===== config.mk =====
export PLATFORM = sky130hd
export DESIGN_NAME = polynomial_newton_root_finder_flat
export DESIGN_NICKNAME = d
export VERILOG_FILES = /design/src/rtl/pnr_pkg.sv /design/src/rtl/pnr_stream_if.sv /design/src/rtl/polynomial_newton_root_finder.sv /design/src/rtl/pnr_dp.sv /design/src/rtl/pnr_ctrl.sv /design/src/flat_wrapper.sv
export SDC_FILE = /design/constraint.sdc
export NUM_CORES = 2
export LEC_CHECK = 0
export ABC_AREA = 1
export BUFFER_PORTS_ARGS = -buffer_cell sky130_fd_sc_hd__buf_2
export CAP_MARGIN = 20
export CORE_MARGIN = 2
export CORE_UTILIZATION = 40
export DETAILED_ROUTE_END_ITERATION = 10
export GPL_TIMING_DRIVEN = 0
export PLACE_DENSITY = 0.69
export SYNTH_ARGS = -nofsm -noshare
export SYNTH_HDL_FRONTEND = slang
export SYNTH_SLANG_ARGS = --single-unit

===== constraint.sdc =====
create_clock -name clk -period 9.54 [get_ports clk]
set_input_delay 1.908 -clock clk [delete_from_list [all_inputs] [get_ports clk]]
set_output_delay 1.908 -clock clk [all_outputs]
set_load 0.1 [all_outputs]

===== src/rtl/pnr_pkg.sv =====
`default_nettype none
// ---------------------------------------------------------------------------
// pnr_pkg
// Types and constants shared by the Newton polynomial root finder.
// ---------------------------------------------------------------------------
package pnr_pkg;

	localparam int NUM_COEF   = 7;
	localparam int DIV_BITS   = 80;
	localparam logic [63:0] TOL_Q32 = 64'd4295;

	typedef enum logic [2:0] {
		REG_DEGREE = 3'd0,
		REG_COEF0  = 3'd1,
		REG_COEF1  = 3'd2,
		REG_COEF2  = 3'd3,
		REG_COEF3  = 3'd4,
		REG_COEF4  = 3'd5,
		REG_COEF5  = 3'd6,
		REG_COEF6  = 3'd7
	} reg_idx_t;

	typedef struct packed {
		logic signed [31:0] start_guess;
	} in_t;

	typedef struct packed {
		logic signed [31:0] estimate;
		logic               found;
		logic [7:0]         iterations;
	} out_t;

	typedef struct packed {
		logic       load_x;
		logic       acc_clr;
		logic       mul_hi;
		logic       mul_lo;
		logic       sat;
		logic       add;
		logic       save_p;
		logic       div_start;
		logic       div_step;
		logic       x_upd;
		logic       out_load;
		logic [2:0] k;
		logic [2:0] fac;
		logic       found;
		logic [7:0] iters;
	} cmd_t;

	typedef struct packed {
		logic       p_small;
		logic       d_zero;
		logic [2:0] deg;
	} sts_t;

endpackage
`default_nettype wire


===== src/rtl/pnr_stream_if.sv =====
`default_nettype none
// ---------------------------------------------------------------------------
// pnr_stream_if
// Valid/ready channel carrying one payload of type T.
// ---------------------------------------------------------------------------
interface pnr_stream_if #(parameter type T = logic);
	logic valid;
	logic ready;
	T     data;

	modport source(output valid, output data, input ready);
	modport sink(input valid, input data, output ready);
endinterface
`default_nettype wire


===== src/rtl/polynomial_newton_root_finder.sv =====
`default_nettype none
// ---------------------------------------------------------------------------
// polynomial_newton_root_finder
// Newton-Raphson root search on a configured integer polynomial, Q16.16.
// ---------------------------------------------------------------------------
// One request runs to completion before the next is taken. Each Newton
// iteration evaluates p(x) and then p'(x) by Horner's rule on the single
// shared 32x32 multiplier, checks |p| against the tolerance and p'(x) for
// zero, runs the bit-serial divider and updates the estimate; a request
// takes up to ITER_LIMIT iterations. A finished result sits in the output
// register and the next request may be accepted meanwhile.
module polynomial_newton_root_finder #(
	parameter int ITER_LIMIT = 200,
	parameter int MAX_DEGREE = 6
) (
	input  wire logic        clk,
	input  wire logic        arst_n,
	input  wire logic        cfg_we,
	input  wire logic [2:0]  cfg_idx,
	input  wire logic [15:0] cfg_data,
	pnr_stream_if.sink       in_ch,
	pnr_stream_if.source     out_ch
);
	import pnr_pkg::*;

	cmd_t cmd;
	sts_t sts;
	in_t  in_data;
	out_t out_data;

	assign in_data     = in_ch.data;
	assign out_ch.data = out_data;

	pnr_ctrl #(.ITER_LIMIT(ITER_LIMIT)) u_ctrl (
		.clk      (clk),
		.arst_n   (arst_n),
		.in_valid (in_ch.valid),
		.in_ready (in_ch.ready),
		.out_valid(out_ch.valid),
		.out_ready(out_ch.ready),
		.sts      (sts),
		.cmd      (cmd)
	);

	pnr_dp #(.MAX_DEGREE(MAX_DEGREE)) u_dp (
		.clk     (clk),
		.arst_n  (arst_n),
		.cfg_we  (cfg_we),
		.cfg_idx (cfg_idx),
		.cfg_data(cfg_data),
		.in_data (in_data),
		.cmd     (cmd),
		.sts     (sts),
		.out_data(out_data)
	);

endmodule
`default_nettype wire


===== src/rtl/pnr_dp.sv =====
`default_nettype none
// ---------------------------------------------------------------------------
// pnr_dp
// Datapath: config registers, Horner MAC with shared 32x32 multiplier,
// restoring divider, estimate update and result register.
// ---------------------------------------------------------------------------
module pnr_dp #(
	parameter int MAX_DEGREE = 6
) (
	input  wire logic          clk,
	input  wire logic          arst_n,
	input  wire logic          cfg_we,
	input  wire logic [2:0]    cfg_idx,
	input  wire logic [15:0]   cfg_data,
	input  wire pnr_pkg::in_t  in_data,
	input  wire pnr_pkg::cmd_t cmd,
	output pnr_pkg::sts_t      sts,
	output pnr_pkg::out_t      out_data
);
	import pnr_pkg::*;

	logic [2:0]         deg_q;
	logic signed [15:0] coef_q [NUM_COEF];

	logic signed [31:0] x_q;
	logic signed [63:0] acc_q;
	logic signed [63:0] p_q;
	logic signed [63:0] prod_q;
	logic [63:0]        hi_q;
	logic [63:0]        lo_q;
	logic [63:0]        rem_q;
	logic [63:0]        dsr_q;
	logic [DIV_BITS-1:0] dvd_q;
	logic [DIV_BITS-1:0] quo_q;
	out_t               out_q;

	logic [63:0] a_mag;
	logic [31:0] b_mag;
	logic        neg;
	logic [31:0] mul_a;
	logic [63:0] mul_p;
	logic [63:0] m_raw;
	logic [63:0] m_sat;
	logic [63:0] limit;
	logic signed [19:0] term20;
	logic signed [63:0] term;
	logic signed [64:0] sum65;
	logic signed [63:0] sum_sat;
	logic [64:0] rs;
	logic [64:0] rdiff;
	logic [63:0] p_mag;
	logic [48:0] step;
	logic signed [50:0] nx;
	logic signed [31:0] nx_sat;

	always_ff @(posedge clk or negedge arst_n) begin
		if (!arst_n) begin
			deg_q <= 3'd1;
			for (int i = 0; i < NUM_COEF; i++) coef_q[i] <= '0;
		end else if (cfg_we) begin
			if (reg_idx_t'(cfg_idx) == REG_DEGREE) begin
				deg_q <= cfg_data[2:0];
			end else begin
				coef_q[cfg_idx - 3'd1] <= signed'(cfg_data);
			end
		end
	end

	always_comb begin
		if (deg_q == 3'd0) sts.deg = 3'd1;
		else if (32'(deg_q) > MAX_DEGREE) sts.deg = 3'(MAX_DEGREE);
		else sts.deg = deg_q;
	end

	assign p_mag       = p_q[63] ? 64'(-p_q) : 64'(p_q);
	assign sts.p_small = p_mag <= TOL_Q32;
	assign sts.d_zero  = acc_q == '0;

	// Horner step: |acc| * |x| split in two 32x32 products
	assign a_mag = acc_q[63] ? 64'(-acc_q) : 64'(acc_q);
	assign b_mag = x_q[31] ? 32'(-x_q) : 32'(x_q);
	assign neg   = acc_q[63] ^ x_q[31];
	assign mul_a = cmd.mul_hi ? a_mag[63:32] : a_mag[31:0];
	assign mul_p = 64'(mul_a) * 64'(b_mag);

	always_comb begin
		limit = neg ? 64'h8000_0000_0000_0000 : 64'h7FFF_FFFF_FFFF_FFFF;
		m_raw = (hi_q << 16) + (lo_q >> 16);
		if (hi_q[63:47] != '0) m_sat = limit;
		else if (m_raw > limit) m_sat = limit;
		else m_sat = m_raw;
	end

	assign term20 = signed'({1'b0, cmd.fac}) * coef_q[cmd.k];
	assign term   = {{12{term20[19]}}, term20, 32'd0};
	assign sum65  = 65'(prod_q) + 65'(term);

	always_comb begin
		if (sum65[64] != sum65[63]) begin
			sum_sat = sum65[64] ? 64'sh8000_0000_0000_0000 : 64'sh7FFF_FFFF_FFFF_FFFF;
		end else begin
			sum_sat = sum65[63:0];
		end
	end

	// restoring division of (|p| << 16) by |d|
	assign rs    = {rem_q, dvd_q[DIV_BITS-1]};
	assign rdiff = rs - {1'b0, dsr_q};

	always_comb begin
		step = (quo_q[DIV_BITS-1:48] != '0) ? {1'b1, 48'd0} : {1'b0, quo_q[47:0]};
		if (p_q[63] != acc_q[63]) nx = 51'(x_q) + signed'({2'b00, step});
		else nx = 51'(x_q) - signed'({2'b00, step});
		if (nx > 51'sh7FFF_FFFF) nx_sat = 32'sh7FFF_FFFF;
		else if (nx < -51'sh8000_0000) nx_sat = 32'sh8000_0000;
		else nx_sat = nx[31:0];
	end

	always_ff @(posedge clk) begin
		if (cmd.load_x) x_q <= in_data.start_guess;
		else if (cmd.x_upd) x_q <= nx_sat;
		if (cmd.acc_clr) acc_q <= '0;
		else if (cmd.add) acc_q <= sum_sat;
		if (cmd.mul_hi) hi_q <= mul_p;
		if (cmd.mul_lo) lo_q <= mul_p;
		if (cmd.sat) prod_q <= neg ? 64'(-m_sat) : 64'(m_sat);
		if (cmd.save_p) p_q <= sum_sat;
		if (cmd.div_start) begin
			rem_q <= '0;
			dvd_q <= {p_mag, 16'd0};
			dsr_q <= a_mag;
			quo_q <= '0;
		end else if (cmd.div_step) begin
			dvd_q <= dvd_q << 1;
			if (!rdiff[64]) begin
				rem_q <= rdiff[63:0];
				quo_q <= {quo_q[DIV_BITS-2:0], 1'b1};
			end else begin
				rem_q <= rs[63:0];
				quo_q <= {quo_q[DIV_BITS-2:0], 1'b0};
			end
		end
		if (cmd.out_load) begin
			out_q.estimate   <= x_q;
			out_q.found      <= cmd.found;
			out_q.iterations <= cmd.iters;
		end
	end

	assign out_data = out_q;

endmodule
`default_nettype wire


===== src/rtl/pnr_ctrl.sv =====
`default_nettype none
// ---------------------------------------------------------------------------
// pnr_ctrl
// Sequencer for Horner evaluation of p and p', division and update.
// ---------------------------------------------------------------------------
module pnr_ctrl #(
	parameter int ITER_LIMIT = 200
) (
	input  wire logic          clk,
	input  wire logic          arst_n,
	input  wire logic          in_valid,
	output logic               in_ready,
	output logic               out_valid,
	input  wire logic          out_ready,
	input  wire pnr_pkg::sts_t sts,
	output pnr_pkg::cmd_t      cmd
);
	import pnr_pkg::*;

	localparam int IW = $clog2(ITER_LIMIT + 1);
	localparam int CW = $clog2(DIV_BITS + 1);

	typedef enum logic [3:0] {
		S_IDLE, S_MHI, S_MLO, S_SAT, S_ADD, S_PCHK, S_DCHK, S_DIV, S_UPD, S_DONE
	} state_t;

	state_t        state_q;
	logic [2:0]    k_q;
	logic          deriv_q;
	logic          found_q;
	logic [IW-1:0] iter_q;
	logic [CW-1:0] div_cnt_q;
	logic          out_valid_q;
	logic [2:0]    last_k;
	logic          in_fire;

	assign in_ready  = state_q == S_IDLE;
	assign in_fire   = in_valid && in_ready;
	assign out_valid = out_valid_q;
	assign last_k    = deriv_q ? sts.deg - 3'd1 : sts.deg;

	always_comb begin
		cmd           = '0;
		cmd.k         = k_q;
		cmd.fac       = deriv_q ? sts.deg - k_q : 3'd1;
		cmd.found     = found_q;
		cmd.iters     = (32'(iter_q) > 32'd255) ? 8'hFF : 8'(iter_q);
		cmd.load_x    = in_fire;
		cmd.acc_clr   = in_fire || (state_q == S_PCHK && !sts.p_small) ||
			(state_q == S_UPD);
		cmd.mul_hi    = state_q == S_MHI;
		cmd.mul_lo    = state_q == S_MLO;
		cmd.sat       = state_q == S_SAT;
		cmd.add       = state_q == S_ADD;
		cmd.save_p    = state_q == S_ADD && !deriv_q && k_q == last_k;
		cmd.div_start = state_q == S_DCHK && !sts.d_zero;
		cmd.div_step  = state_q == S_DIV;
		cmd.x_upd     = state_q == S_UPD;
		cmd.out_load  = state_q == S_DONE && (!out_valid_q || out_ready);
	end

	always_ff @(posedge clk or negedge arst_n) begin
		if (!arst_n) begin
			state_q     <= S_IDLE;
			k_q         <= '0;
			deriv_q     <= 1'b0;
			found_q     <= 1'b0;
			iter_q      <= '0;
			div_cnt_q   <= '0;
			out_valid_q <= 1'b0;
		end else begin
			if (cmd.out_load) out_valid_q <= 1'b1;
			else if (out_ready) out_valid_q <= 1'b0;
			unique case (state_q)
				S_IDLE: begin
					if (in_valid) begin
						k_q     <= '0;
						deriv_q <= 1'b0;
						found_q <= 1'b0;
						iter_q  <= '0;
						state_q <= S_MHI;
					end
				end
				S_MHI: state_q <= S_MLO;
				S_MLO: state_q <= S_SAT;
				S_SAT: state_q <= S_ADD;
				S_ADD: begin
					if (k_q == last_k) begin
						state_q <= deriv_q ? S_DCHK : S_PCHK;
					end else begin
						k_q     <= k_q + 3'd1;
						state_q <= S_MHI;
					end
				end
				S_PCHK: begin
					if (sts.p_small) begin
						found_q <= 1'b1;
						state_q <= S_DONE;
					end else begin
						k_q     <= '0;
						deriv_q <= 1'b1;
						state_q <= S_MHI;
					end
				end
				S_DCHK: begin
					if (sts.d_zero) begin
						state_q <= S_DONE;
					end else begin
						div_cnt_q <= CW'(DIV_BITS);
						state_q   <= S_DIV;
					end
				end
				S_DIV: begin
					div_cnt_q <= div_cnt_q - 1'b1;
					if (div_cnt_q == CW'(1)) state_q <= S_UPD;
				end
				S_UPD: begin
					iter_q  <= iter_q + 1'b1;
					k_q     <= '0;
					deriv_q <= 1'b0;
					if (iter_q + 1'b1 == IW'(ITER_LIMIT)) state_q <= S_DONE;
					else state_q <= S_MHI;
				end
				S_DONE: begin
					if (!out_valid_q || out_ready) state_q <= S_IDLE;
				end
				default: state_q <= S_IDLE;
			endcase
		end
	end

	a_start: assert property (@(posedge clk) disable iff (!arst_n)
		in_fire |=> state_q == S_MHI) else $error("accepted request did not start");
	a_iter: assert property (@(posedge clk) disable iff (!arst_n)
		32'(iter_q) <= ITER_LIMIT) else $error("iteration count overrun");
	a_div: assert property (@(posedge clk) disable iff (!arst_n)
		state_q == S_DIV |-> div_cnt_q != '0) else $error("divider count underflow");

endmodule
`default_nettype wire


===== src/flat_wrapper.sv =====
// flat-port wrapper written by rule: the top's interface ports become plain ports
module polynomial_newton_root_finder_flat import pnr_pkg::*;
#(
	parameter int ITER_LIMIT = 200,
	parameter int MAX_DEGREE = 6
)
  (clk, arst_n, cfg_we, cfg_idx, cfg_data, in_ch_valid, in_ch_data, in_ch_ready, out_ch_valid, out_ch_data, out_ch_ready);
  pnr_stream_if #(.T(in_t)) in_ch_i ();
  pnr_stream_if #(.T(out_t)) out_ch_i ();
  input  wire logic clk;
  input  wire logic arst_n;
  input  wire logic cfg_we;
  input  wire logic [2:0] cfg_idx;
  input  wire logic [15:0] cfg_data;
  input wire logic [$bits(in_ch_i.valid)-1:0] in_ch_valid;
  input wire logic [$bits(in_ch_i.data)-1:0] in_ch_data;
  output wire logic [$bits(in_ch_i.ready)-1:0] in_ch_ready;
  output wire logic [$bits(out_ch_i.valid)-1:0] out_ch_valid;
  output wire logic [$bits(out_ch_i.data)-1:0] out_ch_data;
  input wire logic [$bits(out_ch_i.ready)-1:0] out_ch_ready;
  assign in_ch_i.valid = in_ch_valid;
  assign in_ch_i.data = in_ch_data;
  assign in_ch_ready = in_ch_i.ready;
  assign out_ch_valid = out_ch_i.valid;
  assign out_ch_data = out_ch_i.data;
  assign out_ch_i.ready = out_ch_ready;
  polynomial_newton_root_finder #(.ITER_LIMIT(ITER_LIMIT), .MAX_DEGREE(MAX_DEGREE)) u_core (.clk(clk), .arst_n(arst_n), .cfg_we(cfg_we), .cfg_idx(cfg_idx), .cfg_data(cfg_data), .in_ch(in_ch_i), .out_ch(out_ch_i));
endmodule

==> implementation parameters <==
Parameter                              Value

Place
  Placer congestion estimate ... 1.06
  Final HPWL DP ... 277,000 µm
  Count of input and output buffers ... 98
  DP Cell Count ... 14,767

Outcome
  Run status ... finished with violations
  Violations in the final reports ... setup timing

Timing
  Number of pins exceeding their max-slew limit in the final report ... 0
  Tmin final ... 9.87 ns
  Number of setup violations in the final report ... 42
  Transition at the pin with the smallest max-transition slack ... 1.13 ns
  Final Hold Vio Count ... 0
  Maximum clock skew at final layout ... 0.0809 ns
  Share of the clock period used by the worst path ... 103%
  Setup repair after global routing missed its margin ... true
  Worst slew slack as a fraction of its limit ... 24.5%
  Final-layout setup total negative slack ... -5.94 ns
  Max Clk Rate ... 101 MHz
  Post-layout worst setup margin ... -0.327 ns

Clock tree
  CTS sink cnt ... 789
  Clk Tree Root Cell ... clkbuf_16
  Clock tree from TritonCTS ... yes
  Buffer levels on the longest clock path ... 3
  CTS Buf Count ... 89
  Clock-pin slew reported for the worst setup and hold paths after clock tree synthesis ... 0.06 ns
  Number of buffers added to fix hold violations after cts ... 0
  Clock insertion delay at the later pin of the skew report ... 0.76 ns
  H-Tree Level Count ... 3

Route
  Detail Route Antenna Nets ... 0
  Starting DRC count in detailed routing ... 9,321
  Routed length per placed instance ... 22.6 µm
  Final WL ... 344,000 µm
  Number of iterations in the first detailed-routing pass ... 8
  Average via count per standard cell ... 5.40
  DR vias ... 82,141
  Remaining DRCs ... 0

Critical path
  Critical path fanouts, max ... 10
  Cell type of the slowest stage on the worst timing path ... fa_2
  Crit path capture type ... flip-flop
  Crit path kind ... flip-flop to flip-flop
  Data required, critical path ... 10.01 ns
  Critical path arrival ... 10.34 ns
  Type of element launching the critical path ... flip-flop
  Highest cell delay on the worst timing path ... 0.73 ns

Layout
  Layout cells sized above 1 ... 11.7%
  Nets@finish ... 13,708
  Non-Filler Instances ... 15,218
  Relative area change from synthesis to final layout ... 16.5%
  Most frequent standard cell in the layout excluding fill and tap cells ... nand2_1
  Leading cell types in the layout, fill and taps excluded ... nand2_1, inv_1, nor2_1

Worst hold path
  Type of the worst min-delay path ... flip-flop to flip-flop

Synth
  Post-synth design cell area ... 88,400 µm²
  Post-Synthesis Net Count ... 13,206
  Number of standard cells after synthesis ... 11,677
  Leading register cell type out of synthesis ... edfxtp_1
  Yosys reg bits ... 789
  Avg Cell Area, Syn ... 7.57 µm²
  Share of synthesized registers carrying an async set or reset ... 17.7%
  Cell variety after synth ... 72
  Warnings, synthesis ... 0
  Register area share after synthesis ... 23.7%
  Count of flip-flops with a built-in enable after synthesis ... 441

Floorplanning
  Horiz. Die Dim ... 474 µm
  Die extent in y ... 474 µm
  Area of the die ... 225,000 µm²
  Top-Level Pins ... 99
  Total core area ... 220,000 µm²
  Starting utilization of the core area ... 40.2%
  Site row count ... 172

Job
  Max-cap check violation count ... 0

GRT
  Overflow left after global routing ... 0
  Via count of the first global-routing pass ... 78,493
  Number of antenna violations at the first check in global routing ... 8
  All-layer global routing usage ... 29.9%
  Maximum number of pins on one net before global-route repair ... 99
  Wire length of the first global-routing pass ... 501,000 µm
-- timing repair --
item,CTS,global route
cloned,0,1
endpoints found under the setup margin,188,216
gates resized for setup,633,477
pin swaps,187,270
buffers inserted,169,123
-- stage by stage --
stage | worst slack, ns | cell area (µm²) | util [%] | hold WS (ns)
floorplan | 0.438 | 88400 | - | 0.425
detailed placement | -3.04 | 93300 | 42.4 | 0.458
global route | -0.531 | 103000 | 46.9 | 0.483
finish | -0.327 | 103000 | 46.9 | 0.459
CTS | -0.361 | 100000 | 45.6 | 0.471
global placement | -3.70 | 92600 | 42.1 | 0.432
-- logic make-up after synthesis --
| family | count (synthesis) | synth area share (%) |
|---|---|---|
| compound gates | 1506 | 9.55 |
| fa+ha+maj | 1473 | 28.6 |
| simple gates | 4895 | 22.7 |
| flops | 789 | 23.7 |
| buf+inv | 2593 | 11.3 |
| xor+xnor | 416 | 4.13 |
| mux | 5 | 0.0580 |
-- synth_stat cells (6+ instances only) --
master	n	area share, %
inv_1	2153	9.1
buf_6	10	0.13
nand3_1	480	2.7
and2_1	6	0.042
dfrtp_1	139	3.9
o21ai_1	33	0.19
inv_2	30	0.13
xor2_1	278	2.8
ha_1	556	7.9
nand2_2	19	0.13
buf_2	92	0.52
o211ai_1	78	0.66
xnor2_1	137	1.4
a21boi_0	18	0.15
fa_1	917	21
nor2_1	1624	6.9
o21a_1	24	0.20
nand3b_1	32	0.27
a31oi_1	99	0.70
nor2_2	13	0.092
nor2_4	13	0.17
edfxtp_1	441	15
nor4_1	54	0.38
clkbuf_1	254	1.1
a211oi_1	10	0.085
o41ai_1	7	0.069
o22ai_1	66	0.47
nand2_1	2398	10
o221ai_1	20	0.20
dfxtp_1	208	4.7
or2_2	34	0.24
o31ai_1	9	0.076
nor3_2	9	0.10
clkinv_1	17	0.072
o21bai_1	17	0.14
o21ai_0	532	3.0
a21o_1	29	0.25
buf_1	26	0.11
buf_4	10	0.085
a21oi_1	531	3.0
nor3_1	94	0.53
nand4_1	94	0.67
nand3_2	8	0.091
-- critical path, delay by kind of cell (launching register included) --
kind | cells | cell delay (ns)
flops | 1 | 0.33
buf+inv | 9 | 1.03
xor+xnor | 2 | 0.22
fa+ha+maj | 10 | 4.91
compound gates | 7 | 1.14
simple gates | 12 | 1.93
-- cell type report --
cell class,instances,area (µm²)
Fill cell,21666,117000
Multi-Input combinational cell,8295,60700
Clock inverter,54,691
Buffer,385,2550
Antenna cell,8,20.0
Sequential cell,789,20900
Timing Repair Buffer,419,3580
Tap cell,2958,3700
Inverter,2200,8390
Clock buffer,110,2480
-- worst paths after layout --
path	start	to	slack [ns]	cells past startpoint
hold reg to reg	u_core.u_ctrl.iter_q[7]$_DFFE_PN0P_	u_core.u_dp.out_data[7]$_DFFE_PP_	0.46	0
max in group asynchronous	arst_n	u_core.u_ctrl.div_cnt_q[0]$_DFFE_PN0P_	7.64	3
setup reg to reg	u_core.u_dp.acc_q[1]$_SDFFE_PP0P_	u_core.u_dp.lo_q[56]$_DFFE_PP_	-0.33	40
setup / recovery	u_core.u_dp.acc_q[1]$_SDFFE_PP0P_	u_core.u_dp.lo_q[56]$_DFFE_PP_	-0.33	40
hold / removal	u_core.u_ctrl.iter_q[7]$_DFFE_PN0P_	u_core.u_dp.out_data[7]$_DFFE_PP_	0.46	0
min in group asynchronous	arst_n	u_core.u_dp.coef_q[14]$_DFFE_PN0P_	1.14	2
-- sequential cells by signal, indices dropped and copies added, names as in the netlist --
signal,cells
u_core.u_dp.out_data,41
u_core.u_dp.lo_q,48
u_core.u_dp.dvd_q,64
u_core.u_dp.acc_q,64
u_core.u_dp.rem_q,64
u_core.u_ctrl.found_q,1
u_core.u_ctrl.iter_q,8
u_core.u_dp.deg_q,3
u_core.u_ctrl.div_cnt_q,7
u_core.u_dp.p_q,64
u_core.u_dp.prod_q,64
u_core.u_ctrl.deriv_q,1
u_core.u_dp.x_q,32
u_core.u_dp.hi_q,64
u_core.u_ctrl.state_q,4
u_core.u_dp.dsr_q,64
u_core.u_ctrl.k_q,3
u_core.u_dp.coef_q,112
u_core.u_ctrl.out_valid,1
u_core.u_dp.quo_q,80
-- layer usage --
layer / vias up / GRT usage, % / routed length, µm / part of all wire, %
met3: 816 / 6.01 / 33800 / 9.8
li1: 37616 / - / - / -
met1: 39745 / 41.3 / 144000 / 42
met4: 12 / 15.3 / 20500 / 6.0
met2: 3952 / 44.4 / 146000 / 42
met5: - / 0 / 196 / 0.057
Power is left out: the tool's default activity adds up to more than one toggle a clock period on the data nets, which glitch-free logic cannot reach.
